`config.mk`:
```
export PLATFORM = sky130hd
export DESIGN_NAME = vcso_div
export DESIGN_NICKNAME = d
export VERILOG_FILES = /design/src/hdl/vcso_pkg.sv /design/src/hdl/vcso_div.sv
export SDC_FILE = /design/constraint.sdc
export NUM_CORES = 2
export LEC_CHECK = 0
export CORE_ASPECT_RATIO = 1.1
export CORE_UTILIZATION = 29
export CTS_CLUSTER_SIZE = 10
export DETAILED_ROUTE_END_ITERATION = 8
export DONT_BUFFER_PORTS = 1
export GPL_TIMING_DRIVEN = 0
export HOLD_SLACK_MARGIN = 0.1
export PLACE_DENSITY = 0.52
export SYNTH_ARGS = -nofsm -noshare
export SYNTH_HDL_FRONTEND = slang
export SYNTH_SLANG_ARGS = --single-unit
```
`constraint.sdc`:
```
create_clock -name i_clk -period 3.7 [get_ports i_clk]
set_clock_uncertainty 0.2 [all_clocks]
set_input_delay 0.185 -clock i_clk [delete_from_list [all_inputs] [get_ports i_clk]]
set_output_delay 0.185 -clock i_clk [all_outputs]
set_load 0.02 [all_outputs]
```
`src/hdl/vcso_pkg.sv`:
```
`default_nettype none

package vcso_pkg;

    localparam int OUTLINE_K     = 7864;
    localparam int OUTLINE_SCALE = 4 * OUTLINE_K;
    localparam int OUTLINE_ROUND = 32768;

    localparam logic [15:0] SHADE_LOW  = 16'd6554;
    localparam logic [15:0] SHADE_HIGH = 16'd58982;
    localparam logic [15:0] SHADE_MAX  = 16'hFFFF;

    localparam int PRESCALE_BITS = 24;
    localparam int MAG_W         = 33;
    localparam int VEC_W         = PRESCALE_BITS + 1;
    localparam int SQ_W          = 2 * PRESCALE_BITS;
    localparam int PR_W          = VEC_W + 16;
    localparam int L2_W          = SQ_W + 2;
    localparam int P_W           = PR_W + 1;
    localparam int RAD_W         = L2_W + 12;
    localparam int ROOT_W        = RAD_W / 2;
    localparam int NUM_W         = (P_W - 1) + 8;
    localparam int QUO_W         = 18;
    localparam int CFG_IDX_W     = 3;

    typedef enum logic [CFG_IDX_W-1:0] {
        CFG_LIGHT_X     = 3'd0,
        CFG_LIGHT_Y     = 3'd1,
        CFG_LIGHT_Z     = 3'd2,
        CFG_DIRECTIONAL = 3'd3,
        CFG_SHADING     = 3'd4
    } t_cfg_idx;

    typedef struct packed {
        logic signed [31:0] outline_x;
        logic signed [31:0] outline_y;
        logic signed [31:0] outline_z;
        logic               last;
        logic               shade_en;
        logic               zero;
        logic               neg;
    } t_side;

endpackage

`default_nettype wire

```
`src/hdl/vcso_div.sv`:
```
`default_nettype none

module vcso_div (
    input  wire                          i_clk,
    input  wire                          i_rst_n,
    input  wire                          i_en,
    input  wire                          i_valid,
    input  wire [vcso_pkg::NUM_W-1:0]    i_num,
    input  wire [vcso_pkg::ROOT_W-1:0]   i_den,
    input  wire vcso_pkg::t_side         i_side,
    output logic                         o_valid,
    output logic [vcso_pkg::QUO_W-1:0]   o_quo,
    output vcso_pkg::t_side              o_side
);

    localparam int NUM_W  = vcso_pkg::NUM_W;
    localparam int ROOT_W = vcso_pkg::ROOT_W;
    localparam int QUO_W  = vcso_pkg::QUO_W;

    logic                  r_valid [QUO_W];
    logic [NUM_W-1:0]      r_rem   [QUO_W];
    logic [ROOT_W-1:0]     r_den   [QUO_W];
    logic [QUO_W-1:0]      r_quo   [QUO_W];
    vcso_pkg::t_side       r_side  [QUO_W];

    // restoring division, one quotient bit per stage, top bit flags overflow
    for (genvar j = 0; j < QUO_W; j++) begin : g_step
        logic              p_valid;
        logic [NUM_W-1:0]  p_rem;
        logic [ROOT_W-1:0] p_den;
        logic [QUO_W-1:0]  p_quo;
        vcso_pkg::t_side   p_side;
        logic [NUM_W-1:0]  w_sub;
        logic [NUM_W-1:0]  n_rem;
        logic [QUO_W-1:0]  n_quo;

        if (j == 0) begin : g_first
            assign p_valid = i_valid;
            assign p_rem   = i_num;
            assign p_den   = i_den;
            assign p_quo   = '0;
            assign p_side  = i_side;
        end else begin : g_next
            assign p_valid = r_valid[j-1];
            assign p_rem   = r_rem[j-1];
            assign p_den   = r_den[j-1];
            assign p_quo   = r_quo[j-1];
            assign p_side  = r_side[j-1];
        end

        always_comb begin
            w_sub = NUM_W'(p_den) << (QUO_W - 1 - j);
            if (p_rem >= w_sub) begin
                n_rem = p_rem - w_sub;
                n_quo = {p_quo[QUO_W-2:0], 1'b1};
            end else begin
                n_rem = p_rem;
                n_quo = {p_quo[QUO_W-2:0], 1'b0};
            end
        end

        always_ff @(posedge i_clk) begin
            if (!i_rst_n) begin
                r_valid[j] <= 1'b0;
            end else if (i_en) begin
                r_valid[j] <= p_valid;
            end
        end

        always_ff @(posedge i_clk) begin
            if (i_en) begin
                r_rem[j]  <= n_rem;
                r_den[j]  <= p_den;
                r_quo[j]  <= n_quo;
                r_side[j] <= p_side;
            end
        end
    end

    assign o_valid = r_valid[QUO_W-1];
    assign o_quo   = r_quo[QUO_W-1];
    assign o_side  = r_side[QUO_W-1];

endmodule

`default_nettype wire

```
After elaboration in Yosys (flattened, before gate mapping)
Memory sizes are Yosys's and may differ from the RTL's. Index checks and enable logic that the tools add are counted.

Bits in registers: 0. Memory bits (writable): 3582. Input bits: 184. Output and inout bits: 119. Word-level logic and storage cells: 118. Memories kept: 5.

Add/sub/neg operators: 18. Order comparisons: 18. Muxes and demuxes: 59. Bitwise gates (word level): 18.

Memory list: r_side (depth 18, bits a word 100, read ports 18, clocked after Yosys merged registers in 0, write ports 18, line vcso_div.sv:24) `vcso_pkg::t_side r_side [QUO_W];`; r_rem (depth 18, bits a word 49, read ports 17, clocked after Yosys merged registers in 0, write ports 18, line vcso_div.sv:21) `logic [NUM_W-1:0] r_rem [QUO_W];`; r_den (depth 18, bits a word 31, read ports 17, clocked after Yosys merged registers in 0, write ports 18, line vcso_div.sv:22) `logic [ROOT_W-1:0] r_den [QUO_W];`; r_quo (depth 18, bits a word 18, read ports 18, clocked after Yosys merged registers in 0, write ports 18, line vcso_div.sv:23) `logic [QUO_W-1:0] r_quo [QUO_W];`; r_valid (depth 18, bits a word 1, read ports 18, clocked after Yosys merged registers in 0, write ports 18, line vcso_div.sv:20) `logic r_valid [QUO_W];`.

Operators with widths (count): $mux W49 (18); $ge A49 B31 Y1 (1); $ge A49 B32 Y1 (1); $ge A49 B33 Y1 (1); $ge A49 B34 Y1 (1); $ge A49 B35 Y1 (1); $ge A49 B36 Y1 (1); $ge A49 B37 Y1 (1); $ge A49 B38 Y1 (1); $ge A49 B39 Y1 (1); $ge A49 B40 Y1 (1); $ge A49 B41 Y1 (1); $ge A49 B42 Y1 (1); $ge A49 B43 Y1 (1); $ge A49 B44 Y1 (1); $ge A49 B45 Y1 (1); $ge A49 B46 Y1 (1); $ge A49 B47 Y1 (1); $ge A49 B48 Y1 (1); $sub A49 B31 Y49 (1); $sub A49 B32 Y49 (1); $sub A49 B33 Y49 (1); $sub A49 B34 Y49 (1); $sub A49 B35 Y49 (1); 15 further kinds (72).

Longest topological paths before layout
Depth after elaboration: 4. Depth in mapped cells: 16. Mapped depth without buffers: 15.

Worst setup path before layout
OpenSTA, ideal clock, no wires.

Kind: reg-to-reg. Start point: mem r_rem[11][5] in the netlist's numbering. End point: mem r_rem[12][17] in the netlist's numbering, data pin. Setup time: 0.260 ns. Data arrival time: 3.378 ns. Required time: 3.240 ns. Path slack: -0.138 ns. Cell stages (with the launch flop): 16. Buffers on the path: 2. Clock period less this slack: 3.838 ns. Cell sequence: edfxtp_1 -> inv_1 -> ha_1 -> inv_1 -> fa_1 -> a21o_1 -> a21oi_1 -> o211ai_1 -> a41oi_1 -> a2111oi_0 -> o311ai_1 -> a211oi_1 -> a21o_1 -> buf_2 -> buf_2 -> mux2_2.

RTL lines (line): from (decl) (vcso_div.sv:21).

==> summary.md <==
| Metric | Value |
|---|---|
| Number of CTS-inserted buffers | `398` |
| Footprint of the multi-input gates | `39600 sq um` |
| Critical Path RT | `4190 ps` |
| Total die area | `485000 sq um` |
| Number of global-route vias before repair | `78000` |
| DP Area | `148000 sq um` |
| Final instance area | `171000 sq um` |
| Post-layout util | `0.356` |
| Final Non-Filler Cells | `17200` |
| CP max stage delay | `580 ps` |
| Crit path launch type | `input pin` |
| Post-synth ARST share | `0` |
| Final hold slack | `-789 ps` |
| Total power draw | `121 mW` |
| Starting Density | `0.291` |
| Setup TNS | `-12060 ps` |
| Crit Path Category | `input pin to register` |
| Placed Cells | `15900` |
| DP Worst Slack | `-1940 ps` |
| GRT Overall Usage | `0.110` |
| Clock sinks | `3349` |
| Share of cells above drive strength 1 | `0.139` |
| Synth warnings | `0` |
| Actual slew at the worst max-slew pin | `1340 ps` |
| Final Max Tran Viols | `0` |
| Most frequent cells in the layout | `3348 x edfxtp_1, 704 x inv_1, 634 x a21oi_1` |
| Relative slew slack | `0.106` |
| Final nets | `11500` |
| Sw Ratio | `0.306` |
| Sequential share of power | `0.432` |
| Violated checks | `negative hold slack, negative setup slack` |
| Port buffer count | `0` |
| Clk_lat worst skew | `990 ps` |
| Chip height | `730 microns` |
| Hold Path Class | `input pin to register` |
| Pwr dens | `706 nW/um^2` |
| # setup viols final | `127` |
| Min Clock Period, post-route | `3960 ps` |
| Fillers | `45700` |
| #FFs+latches synth | `3349` |
| # IOs | `303` |
| Global placement routability congestion | `0.882` |
| Crit path DAT | `4450 ps` |
| Pin count of the biggest net entering global routing | `307` |
| Clock transition at path regs | `50 ps` |
| Gate power share | `0.279` |
| WL/cell | `16.4 microns` |
| Worst path slowest cell | `dlygate4sd3_1` |
| Mean Syn Cell Area | `14.6 sq um` |
| Antenna violations before repair | `2` |
| Post-route DRC violation count | `0` |
| Cells after Synth | `9601` |
| TritonRoute pass-1 iters | `8` |
| Vias per Instance | `4.45` |
| Core area | `480000 sq um` |
| Clock buffer depth | `4` |
| Die width | `664 microns` |
| Final hold violation count | `379` |
| CP endpoint kind | `register` |
| Count of cell types in the netlist | `84` |
| Commonest non-fill, non-tap cell in the layout | `edfxtp_1` |
| Post-synthesis sequential area ratio | `0.719` |
| Max-cap viol count | `0` |
| Worst vdd ir | `0.461 mV` |
| Layout area overhead | `22.3%` |
| LEAKAGE | `62.4 nW` |
| Via count | `76600` |
| Cell Chain, Critical Path | `dlygate4sd3_1 -> dlygate4sd3_1 -> ha_1 -> nand3_1 -> nor3_2 -> o221ai_1 -> a21oi_2 -> nand3_1 -> a21oi_2 -> a221o_1 -> a21o_1 -> a21oi_4 -> clkbuf_2 -> nand2_1 -> o21ai_0` |
| Detailed placement HPWL | `187000 microns` |
| Fmax | `252 MHz` |
| Net Sw Power | `37.0 mW` |
| Setup ws final | `-263 ps` |
| RSZ-0062 raised after global routing | `yes` |
| Post-synth EDFFs | `3348` |
| Row Count | `267` |
| GR Overflow Total | `0` |
| Mapped Area | `140000 sq um` |
| Reg area | `101000 sq um` |
| Total wire length | `282000 microns` |
| Outcome | `finished with violations` |
| First-pass GRT wire length | `429000 microns` |
| Worst Path Max Fanout | `10` |
| Most used flip-flop cell after synthesis | `edfxtp_1` |
| Max H-tree Level | `5` |
| Mapped Nets | `10400` |
| Hold depth | `0` |
| P_int | `83.9 mW` |
| DRT iter0 DRCs | `4423` |
| Root Buffer | `clkbuf_16` |
| CTS tree | `yes` |
| Depth of the most critical reg-to-reg path | `11` |
| Clk pwr share | `0.289` |
| Remaining antenna violation count | `0` |
| Fin crit share | `1.07` |
-- synthesized netlist by cell type (32+ instances only) --
master | instances | share of area
inv_1 | 715 | 0.019
nor3_1 | 124 | 0.0044
o21ai_0 | 510 | 0.018
o21a_1 | 65 | 0.0035
ha_1 | 558 | 0.050
xor2_1 | 287 | 0.018
a21o_1 | 324 | 0.017
nand2b_1 | 70 | 0.0031
and3_1 | 65 | 0.0029
mux2_2 | 76 | 0.0061
nand4_1 | 128 | 0.0057
nor2b_1 | 78 | 0.0035
a21oi_1 | 709 | 0.025
a31oi_1 | 46 | 0.0021
nor2_1 | 530 | 0.014
or2_2 | 32 | 0.0014
clkbuf_1 | 189 | 0.0051
nand2_1 | 585 | 0.016
nor4_1 | 84 | 0.0038
o21bai_1 | 61 | 0.0033
xnor2_1 | 312 | 0.020
nand3_1 | 120 | 0.0043
or3_1 | 47 | 0.0021
o31ai_1 | 46 | 0.0025
a211oi_1 | 51 | 0.0027
edfxtp_1 | 3348 | 0.72
-- final timing paths --
check	end	slack [ps]	from
min	r_side[0][37]	-790	i_en
max reg2reg	r_rem[16][37]	-200	r_rem[15][34]
min reg2reg	r_side[4][34]	160	r_side[3][34]
max	r_rem[0][45]	-260	i_num[29]
-- per-layer routing --
metal / vias up / routed length, microns / global-route usage
met4: 0 / 19500 / 0.0709
met1: 36200 / 115000 / 0.124
met5: - / 0 / 0
li1: 38200 / - / -
met2: 1438 / 137000 / 0.193
met3: 749 / 10300 / 0.0192
-- state kept, by name (all words and copies together) (netlist names) --
signal	cells
r_rem	833
r_valid	18
r_side	1800
r_quo	171
r_den	527
-- critical path: cells and delay by family --
kind | cells | cell delay, ps
AND/OR/NAND/NOR | 4 | 840
AO/OA/AOI/OAI | 7 | 1590
buffers and inverters | 3 | 1430
adder cells (fa/ha/maj) | 1 | 390
-- power groups by stage --
| stage | Combinational (mW) | Sequential, mW | Clock (mW) |
|---|---|---|---|
| floorplan | 22.3 | 51.4 | 0 |
| global placement | 28.3 | 53.2 | 0 |
| detailed placement | 28.9 | 52.8 | 0 |
| CTS | 31.5 | 52.1 | 36.6 |
| global route | 37.3 | 52.8 | 37.9 |
| finish | 33.7 | 52.2 | 35.0 |
-- cells by family after synthesis --
| family | share of synthesized area |
|---|---|
| xor gates and xnor gates | 0.0375 |
| buffers and inverters | 0.0252 |
| adders and majority gates | 0.0523 |
| DFF | 0.719 |
| AOI/OAI and AO/OA | 0.0904 |
| muxes | 0.00640 |
| and+or+nand+nor | 0.0692 |
-- final cells by class --
cell class,instances,area share
multi-input cells,5320,0.231
flip-flops and latches,3349,0.588
well taps,6321,0.0462
diodes,11,0.000161
clock buffers,468,0.0602
inverters,716,0.0158
clock inverters,92,0.00649
repair buffers,753,0.0442
plain buffers,185,0.00806
-- timing repair --
action | 4_1_cts | 5_1_grt
hold endpoints to repair | 1024 | 652
resized for setup | 583 | 536
buffers inserted | 96 | 149
endpoints found under the setup margin | 1080 | 1026
hold buffers | 459 | 19
cloned | 4 | 12
pin swaps | 111 | 190
Note: power is estimated with default switching activity, not from simulation.
